### src/rtl/core/lrz_pkg.sv
// ----------------------------------------------------------------------------
// Line rasterizer package
// Shared types and constants for the line rasterizer and its depth divider.
// ----------------------------------------------------------------------------
package lrz_pkg;

	localparam int CoordW    = 6;
	localparam int DepthW    = 32;
	localparam int ColorW    = 24;
	localparam int ObjW      = 16;
	localparam int InDataW   = 88;
	localparam int OutDataW  = 88;

	// Command kind carried on the input tuser.
	typedef enum logic {
		FUNC_MOVE = 1'b0,
		FUNC_DRAW = 1'b1
	} func_t;

	// Request to the depth step divider: magnitude of the depth difference,
	// the step count and the sign to apply to the quotient.
	typedef struct packed {
		logic                start;
		logic                neg;
		logic [DepthW-1:0]   dividend;
		logic [CoordW-1:0]   divisor;
	} div_req_t;

endpackage

### src/rtl/core/lrz_div.sv
// ----------------------------------------------------------------------------
// Depth step divider
// Restoring radix-2 divider, one quotient bit per cycle, signed result.
// ----------------------------------------------------------------------------
module lrz_div (
	input  logic                              clk,
	input  logic                              arst_n,
	input  lrz_pkg::div_req_t                 req,
	output logic                              done,
	output logic [lrz_pkg::DepthW-1:0]        quotient
);

	localparam int Iter = lrz_pkg::DepthW;
	localparam int CntW = $clog2(Iter);
	localparam logic [CntW-1:0] LastCnt = CntW'(Iter - 1);

	logic                          busy_q;
	logic                          done_q;
	logic [CntW-1:0]               cnt_q;
	logic [lrz_pkg::CoordW-1:0]    rem_q;
	logic [lrz_pkg::CoordW-1:0]    den_q;
	logic [lrz_pkg::DepthW-1:0]    quo_q;
	logic                          neg_q;

	logic [lrz_pkg::CoordW:0]      trial;
	logic                          fits;
	logic [lrz_pkg::CoordW:0]      diff;

	// The dividend shifts out of the top of quo_q while quotient bits enter
	// at the bottom, so one register serves both.
	assign trial = {rem_q, quo_q[lrz_pkg::DepthW-1]};
	assign fits  = trial >= {1'b0, den_q};
	assign diff  = trial - {1'b0, den_q};

	always_ff @(posedge clk or negedge arst_n) begin
		if (!arst_n) begin
			busy_q <= 1'b0;
			done_q <= 1'b0;
			cnt_q  <= '0;
		end else if (req.start) begin
			busy_q <= 1'b1;
			done_q <= 1'b0;
			cnt_q  <= '0;
		end else if (busy_q) begin
			cnt_q <= cnt_q + 1'b1;
			if (cnt_q == LastCnt) begin
				busy_q <= 1'b0;
				done_q <= 1'b1;
			end
		end else begin
			done_q <= 1'b0;
		end
	end

	always_ff @(posedge clk) begin
		if (req.start) begin
			rem_q <= '0;
			quo_q <= req.dividend;
			den_q <= req.divisor;
			neg_q <= req.neg;
		end else if (busy_q) begin
			rem_q <= fits ? diff[lrz_pkg::CoordW-1:0] : trial[lrz_pkg::CoordW-1:0];
			quo_q <= {quo_q[lrz_pkg::DepthW-2:0], fits};
		end
	end

	assign done     = done_q;
	assign quotient = neg_q ? (~quo_q + 1'b1) : quo_q;

endmodule

### src/rtl/core/line_rasterizer_with_depth.sv
// ----------------------------------------------------------------------------
// Line rasterizer with depth interpolation
// Pen-style Bresenham line drawer that emits one pixel per transfer.
// ----------------------------------------------------------------------------
// Commands arrive on the slave stream (s_*); s_tuser selects a pen move or a
// line draw. A move only updates the stored pen position and depth and gives
// no output; the block is ready for the next command in the following cycle.
// A draw rasterizes the line from the pen to the new endpoint, then moves the
// pen there. Pixels leave on the master stream (m_*), one transfer per pixel,
// with m_tlast on the final pixel of the line. A line of major span N gives
// N+1 pixels; a zero-length line gives one.
// The per-pixel depth step comes from a restoring divider that retires one
// quotient bit per cycle. After the command transfer a draw passes through
// ST_PREP, where the divider starts, and ST_DIV until the quotient is done,
// and then offers its first pixel in ST_EMIT; a zero-length line skips the
// divider and goes straight to ST_EMIT. From there the pixel sequencer emits
// one pixel per cycle as long as m_tready is high; when the receiver stalls,
// the current pixel is held on m_tdata and stepping pauses. s_tready stays
// low from the accepted draw until the last pixel transfer completes.
// Reset clears the pen to the origin with zero depth and leaves the block idle.
// Endpoint coordinates above TILE_SIZE-1 are saturated to TILE_SIZE-1.
// ----------------------------------------------------------------------------
module line_rasterizer_with_depth #(
	parameter int TILE_SIZE = 64
) (
	input  logic                             clk,
	input  logic                             arst_n,
	// tdata: end_x[5:0], end_y[11:6], end_z[43:12], color[67:44],
	//        object_id[83:68], force_req[84], zero pad[87:85]
	input  logic                             s_tvalid,
	output logic                             s_tready,
	input  logic [lrz_pkg::InDataW-1:0]      s_tdata,
	// tuser: func[0]
	input  logic                             s_tuser,
	// tdata: pixel_x[5:0], pixel_y[11:6], pixel_z[43:12], pixel_color[67:44],
	//        pixel_object[83:68], pixel_force[84], zero pad[87:85]
	output logic                             m_tvalid,
	input  logic                             m_tready,
	output logic [lrz_pkg::OutDataW-1:0]     m_tdata,
	output logic                             m_tlast
);

	localparam int CW = lrz_pkg::CoordW;
	localparam int ZW = lrz_pkg::DepthW;
	localparam logic [CW-1:0] MaxCoord = CW'(TILE_SIZE - 1);

	typedef enum logic [1:0] {
		ST_IDLE,
		ST_PREP,
		ST_DIV,
		ST_EMIT
	} state_t;

	state_t state_q;

	// Pen state.
	logic [CW-1:0] pen_x_q;
	logic [CW-1:0] pen_y_q;
	logic [ZW-1:0] pen_z_q;

	// Run registers: the current pixel doubles as the output register.
	logic [CW-1:0]             cx_q;
	logic [CW-1:0]             cy_q;
	logic [ZW-1:0]             cz_q;
	logic [ZW-1:0]             fz_q;
	logic [ZW-1:0]             dz_q;
	logic                      xmaj_q;
	logic                      mneg_q;
	logic [CW-1:0]             major_q;
	logic [CW-1:0]             minor_q;
	logic signed [CW+2:0]      d_q;
	logic [CW-1:0]             k_q;
	logic                      last_q;
	logic [lrz_pkg::ColorW-1:0] color_q;
	logic [lrz_pkg::ObjW-1:0]  obj_q;
	logic                      force_q;

	// Fields of the incoming command.
	logic [CW-1:0] in_x;
	logic [CW-1:0] in_y;
	logic [ZW-1:0] in_z;
	logic          in_draw;

	logic [CW-1:0] ex_c;
	logic [CW-1:0] ey_c;
	logic [CW-1:0] adx_c;
	logic [CW-1:0] ady_c;
	logic          xmaj_c;
	logic          fwd_c;
	logic          mneg_c;
	logic [CW-1:0] major_c;
	logic [CW-1:0] minor_c;

	logic signed [CW+2:0] inc_a;
	logic signed [CW+2:0] inc_b;
	logic [CW-1:0]        k_next;

	logic [ZW:0]               diff_c;
	logic                      in_xfer;
	logic                      out_xfer;
	lrz_pkg::div_req_t         div_req;
	logic                      div_done;
	logic [ZW-1:0]             div_q;

	assign in_x    = s_tdata[5:0];
	assign in_y    = s_tdata[11:6];
	assign in_z    = s_tdata[43:12];
	assign in_draw = (s_tuser == lrz_pkg::FUNC_DRAW);

	assign s_tready = (state_q == ST_IDLE);
	assign in_xfer  = s_tvalid && s_tready;
	assign m_tvalid = (state_q == ST_EMIT);
	assign out_xfer = m_tvalid && m_tready;

	// Saturate the endpoint into the tile, then pick the major axis (y on a
	// tie) and order the ends so that the major coordinate rises.
	always_comb begin
		ex_c    = (in_x > MaxCoord) ? MaxCoord : in_x;
		ey_c    = (in_y > MaxCoord) ? MaxCoord : in_y;
		adx_c   = (ex_c >= pen_x_q) ? (ex_c - pen_x_q) : (pen_x_q - ex_c);
		ady_c   = (ey_c >= pen_y_q) ? (ey_c - pen_y_q) : (pen_y_q - ey_c);
		xmaj_c  = adx_c > ady_c;
		fwd_c   = xmaj_c ? (ex_c > pen_x_q) : (ey_c > pen_y_q);
		if (fwd_c) begin
			mneg_c = xmaj_c ? (ey_c < pen_y_q) : (ex_c < pen_x_q);
		end else begin
			mneg_c = xmaj_c ? (pen_y_q < ey_c) : (pen_x_q < ex_c);
		end
		major_c = xmaj_c ? adx_c : ady_c;
		minor_c = xmaj_c ? ady_c : adx_c;
	end

	// Bresenham decision increments.
	assign inc_a  = $signed({2'b00, minor_q, 1'b0});
	assign inc_b  = inc_a - $signed({2'b00, major_q, 1'b0});
	assign k_next = k_q + 1'b1;

	// The depth difference is formed in the cycle after the draw, once the
	// start and far depths sit in registers, and feeds the divider in ST_PREP.
	assign diff_c = {fz_q[ZW-1], fz_q} - {cz_q[ZW-1], cz_q};

	always_comb begin
		div_req          = '0;
		div_req.start    = (state_q == ST_PREP);
		div_req.neg      = diff_c[ZW];
		div_req.dividend = diff_c[ZW] ? (~diff_c[ZW-1:0] + 1'b1) : diff_c[ZW-1:0];
		div_req.divisor  = major_q;
	end

	lrz_div u_div (
		.clk      (clk),
		.arst_n   (arst_n),
		.req      (div_req),
		.done     (div_done),
		.quotient (div_q)
	);

	// Control and pen.
	always_ff @(posedge clk or negedge arst_n) begin
		if (!arst_n) begin
			state_q <= ST_IDLE;
			pen_x_q <= '0;
			pen_y_q <= '0;
			pen_z_q <= '0;
		end else begin
			case (state_q)
				ST_IDLE: begin
					if (in_xfer) begin
						pen_x_q <= ex_c;
						pen_y_q <= ey_c;
						pen_z_q <= in_z;
						if (in_draw) begin
							// A zero-length line needs no depth step.
							state_q <= (major_c == '0) ? ST_EMIT : ST_PREP;
						end
					end
				end
				ST_PREP: begin
					state_q <= ST_DIV;
				end
				ST_DIV: begin
					if (div_done) begin
						state_q <= ST_EMIT;
					end
				end
				ST_EMIT: begin
					if (out_xfer && last_q) begin
						state_q <= ST_IDLE;
					end
				end
				default: begin
					state_q <= ST_IDLE;
				end
			endcase
		end
	end

	// Run datapath.
	always_ff @(posedge clk) begin
		if (in_xfer && in_draw) begin
			cx_q    <= fwd_c ? pen_x_q : ex_c;
			cy_q    <= fwd_c ? pen_y_q : ey_c;
			cz_q    <= fwd_c ? pen_z_q : in_z;
			fz_q    <= fwd_c ? in_z : pen_z_q;
			xmaj_q  <= xmaj_c;
			mneg_q  <= mneg_c;
			major_q <= major_c;
			minor_q <= minor_c;
			d_q     <= $signed({2'b00, minor_c, 1'b0}) - $signed({3'b000, major_c});
			k_q     <= '0;
			last_q  <= (major_c == '0);
			color_q <= s_tdata[67:44];
			obj_q   <= s_tdata[83:68];
			force_q <= s_tdata[84];
		end
		if (div_done && state_q == ST_DIV) begin
			dz_q <= div_q;
		end
		if (out_xfer && !last_q) begin
			if (d_q < 0) begin
				d_q <= d_q + inc_a;
			end else begin
				d_q <= d_q + inc_b;
				if (xmaj_q) begin
					cy_q <= mneg_q ? (cy_q - 1'b1) : (cy_q + 1'b1);
				end else begin
					cx_q <= mneg_q ? (cx_q - 1'b1) : (cx_q + 1'b1);
				end
			end
			if (xmaj_q) begin
				cx_q <= cx_q + 1'b1;
			end else begin
				cy_q <= cy_q + 1'b1;
			end
			cz_q   <= cz_q + dz_q;
			k_q    <= k_next;
			last_q <= (k_next == major_q);
		end
	end

	assign m_tdata = {3'b000, force_q, obj_q, color_q, cz_q, cy_q, cx_q};
	assign m_tlast = last_q;

endmodule

### config.mk
export PLATFORM = sky130hd
export DESIGN_NAME = line_rasterizer_with_depth
export DESIGN_NICKNAME = d
export VERILOG_FILES = /design/src/rtl/core/lrz_pkg.sv /design/src/rtl/core/lrz_div.sv /design/src/rtl/core/line_rasterizer_with_depth.sv
export SDC_FILE = /design/constraint.sdc
export NUM_CORES = 1
export LEC_CHECK = 0
export ABC_AREA = 0
export BUFFER_PORTS_ARGS = -buffer_cell sky130_fd_sc_hd__buf_2
export CORE_MARGIN = 4
export CORE_UTILIZATION = 42
export CTS_CLUSTER_SIZE = 28
export DETAILED_ROUTE_END_ITERATION = 7
export PLACE_DENSITY = 0.71
export SLEW_MARGIN = 20
export SYNTH_ARGS = -nofsm -noshare
export SYNTH_HDL_FRONTEND = slang
export SYNTH_SLANG_ARGS = --single-unit
### constraint.sdc
create_clock -name clk -period 8.4 [get_ports clk]
set_input_delay 1.68 -clock clk [delete_from_list [all_inputs] [get_ports clk]]
set_output_delay 1.68 -clock clk [all_outputs]
set_load 0.03 [all_outputs]
==> flow_metrics.py <==
metrics = {
    "detailed_routing": {
        "viasPerCell": 5.51,
        "vias": 14400,
        "drc_errors": 0,
        "dr.first_iter.drc_count": 838,
        "wl_mm": 45.4,
        "wire_per_inst_um": 17.4,
        "drtPass1Iterations": 7,
        "ant_nets": 0,
    },
    "flow_run": {
        "maxCapViolations": 0,
    },
    "timing": {
        "fmax_mhz": 141,
        "slew_headroom_pct": 32.2,
        "rsz0062_at_grt": "no",
        "setup_violations": 0,
        "hold_violations": 0,
        "skew_ns": 0.0222,
        "fin_setup_tns_ns": 0,
        "fin_crit_ns": 7.10,
        "worst_slew_pin_slew_ns": 1.02,
        "setup_ws_ns": 1.30,
        "slew_violations": 0,
        "final.period_utilization_pct": 84.6,
    },
    "yosys": {
        "yosysTopAreaCell": "edfxtp_1",
        "yosysSeqAreaShare_pct": 42.6,
        "synth-edff-count": 205,
        "netlist_instances": 1830,
        "synthTopCellsByArea": "edfxtp_1 (33%), ha_1 (8.8%), dfrtp_1 (7.2%)",
        "ys_types": 90,
        "ys_seq_elements": 276,
        "synth_top_area_share_pct": 33.4,
        "syn-cell-area_um2": 18400,
        "yosys_warnings": 0,
        "synthArstFlopShare_pct": 19.2,
        "avgSynthCellArea_um2": 10.1,
        "ys.flop_type": "edfxtp_1",
    },
    "clock_tree": {
        "cts_tree": "yes",
        "ctsHoldBuffers": 0,
        "postCtsResizedCells": 0,
        "clk_path_buf_depth": 3,
        "h-tree-depth": 1,
        "clock_sinks": 276,
        "cts_inserted_buffers": 31,
        "clk_pin_slew_worst_paths_ns": 0.06,
        "clkLatencyLatePin_ns": 0.58,
        "clockRootBuffer": "clkbuf_16",
        "cts_setup_buffers": 0,
    },
    "layout": {
        "utilization_pct": 48.3,
        "nFillCells": 3946,
        "drive_above_1_share_pct": 18.6,
        "areaGrowthSynthToFinish_pct": 13.5,
        "fin_nets": 2225,
    },
    "floorplanning": {
        "die_x_um": 217,
        "core_um2": 43300,
        "ioPinCount": 184,
        "die-area_um2": 47300,
        "rows": 76,
        "die_h_um": 217,
        "start_util_pct": 42.6,
    },
    "run_status": {
        "status": "finished, final reports clean",
    },
    "global_route": {
        "grt_start_max_net_pins": 77,
        "grt-ovfl-total": 0,
        "grt_pass1_wl_mm": 72.6,
        "grt_use_total_pct": 18.5,
        "grt_antenna_before_repair": 9,
        "grt_pass1_vias": 14300,
    },
    "placement": {
        "placement.io_buffers": 177,
        "place_ws_ns": 0.749,
        "gp_congestion": 0.883,
        "hpwlAfterDp_mm": 32.9,
    },
    "critical_path": {
        "cp_max_fo": 10,
        "endpoint_kind": "register",
        "max_stage_delay_ns": 0.38,
        "crit_top_cell": "a21o_1",
        "r2r_slack_ns": 2.17,
        "critPathKind": "in2reg",
        "slowest_stage": "fa_1",
        "cp.arrival_ns": 7.40,
        "startpoint_type": "input port",
        "required_ns": 8.70,
    },
    "worst_hold_path": {
        "min_path_type": "reg2reg",
    },
}
## final cells by class
class                   count  area, um^2  share of cell area [%]
diodes                      4        10.0                  0.0479
clock buffers              44         918                    4.39
clock inverters            14        85.1                   0.407
inverters                 140         528                    2.52
multi-input cells        1349        9770                    46.7
flip-flops and latches    276        7840                    37.5
well taps                 585         732                    3.50
repair buffers            194        1030                    4.91
## path summary, 6_finish.rpt
| path | from | end | depth (start not counted) |
|---|---|---|---|
| setup / recovery | s_tdata[6] | d_q[6] | 29 |
| hold / removal | major_q[5] | u_div.den_q[5] | 0 |
| setup reg to reg | pen_y_q[0] | d_q[6] | 27 |
| hold reg to reg | major_q[5] | u_div.den_q[5] | 0 |
| max in group asynchronous | arst_n | pen_z_q[7] | 2 |
| min in group asynchronous | arst_n | pen_z_q[25] | 2 |
## cells by family after synthesis
family | synth area share (%)
buf+inv | 4.64
mux | 7.88
simple gates | 11.2
compound gates | 16.9
xor+xnor | 6.84
flops | 42.6
other cells | 0.0204
fa+ha+maj | 9.91
## critical path: cells and delay by family
family,cells,cell delay (ns)
buffers and inverters,6,0.80
adder cells (fa/ha/maj),4,1.13
multiplexers,2,0.66
AO/OA/AOI/OAI,13,2.49
AND/OR/NAND/NOR,3,0.47
XOR/XNOR,1,0.16
## cells in the mapped netlist (5+ instances only)
cell type,n
a21o_1,51
clkbuf_1,45
o41ai_1,6
nand2_1,135
nand4_1,13
buf_4,5
or3_1,17
nand3_1,24
o22ai_1,10
o221ai_1,6
a21boi_0,5
ha_1,130
xnor2_1,97
and3_1,9
nor3_1,21
mux2_2,88
or2_2,9
xor2_1,47
a31o_2,6
nor2_1,141
o21a_1,8
edfxtp_1,205
fa_1,10
o21ai_0,119
o31ai_1,14
o21bai_1,8
dfxtp_1,18
a211oi_1,20
inv_1,140
nor2b_1,13
and2_1,13
nor4_1,5
nand2b_1,16
o211ai_1,9
a31oi_1,10
a21oi_1,159
mux2i_1,46
dfrtp_1,53
buf_1,6
## cell usage in the layout (no fill, tap or decap), types with 13 or more instances in the layout
master	count
nor3_1	21
ha_1	129
buf_2	177
a21o_1	51
nand4_1	13
and2_1	13
nor2_1	140
xnor2_1	97
o31ai_1	14
nand2_1	133
mux2i_1	46
dfrtp_1	53
o21ai_0	119
mux2_2	88
a211oi_1	20
nor2b_1	13
nand2b_1	16
a21oi_1	159
edfxtp_1	205
inv_1	139
or3_1	17
clkbuf_16	34
nand3_1	24
dfxtp_1	18
xor2_1	47
buf_4	16
## metrics by stage
stage          area (um^2)  instances  hold WS (ns)
2_1_floorplan        18400       1832         0.426
3_3_place_gp         19900       2544         0.444
3_5_place_dp         19900       2544         0.462
4_1_cts              20900       2602         0.489
5_1_grt              20900       2603         0.493
6_report             20900       2606         0.469
## layer usage
metal / vias up / global-route usage, % / wire length, um
li1: 6956 / - / -
met1: 6954 / 24.3 / 19900
met2: 365 / 31.5 / 21700
met3: 80 / 4.03 / 2700
met4: 8 / 4.18 / 1100
met5: - / 0 / 59
## registers in the layout, indices dropped and copies added, names as in the netlist, 2 cells and up
name	cells
cy_q	6
fz_q	32
u_div.quo_q	32
obj_q	16
major_q	6
k_q	6
u_div.rem_q	6
state_q	2
u_div.cnt_q	5
pen_z_q	32
dz_q	32
minor_q	6
color_q	24
pen_x_q	6
d_q	8
cx_q	6
cz_q	32
u_div.den_q	6
pen_y_q	6
Power is left out: the tool's default activity adds up to more than one toggle a clock period on the data nets, which glitch-free logic cannot reach.
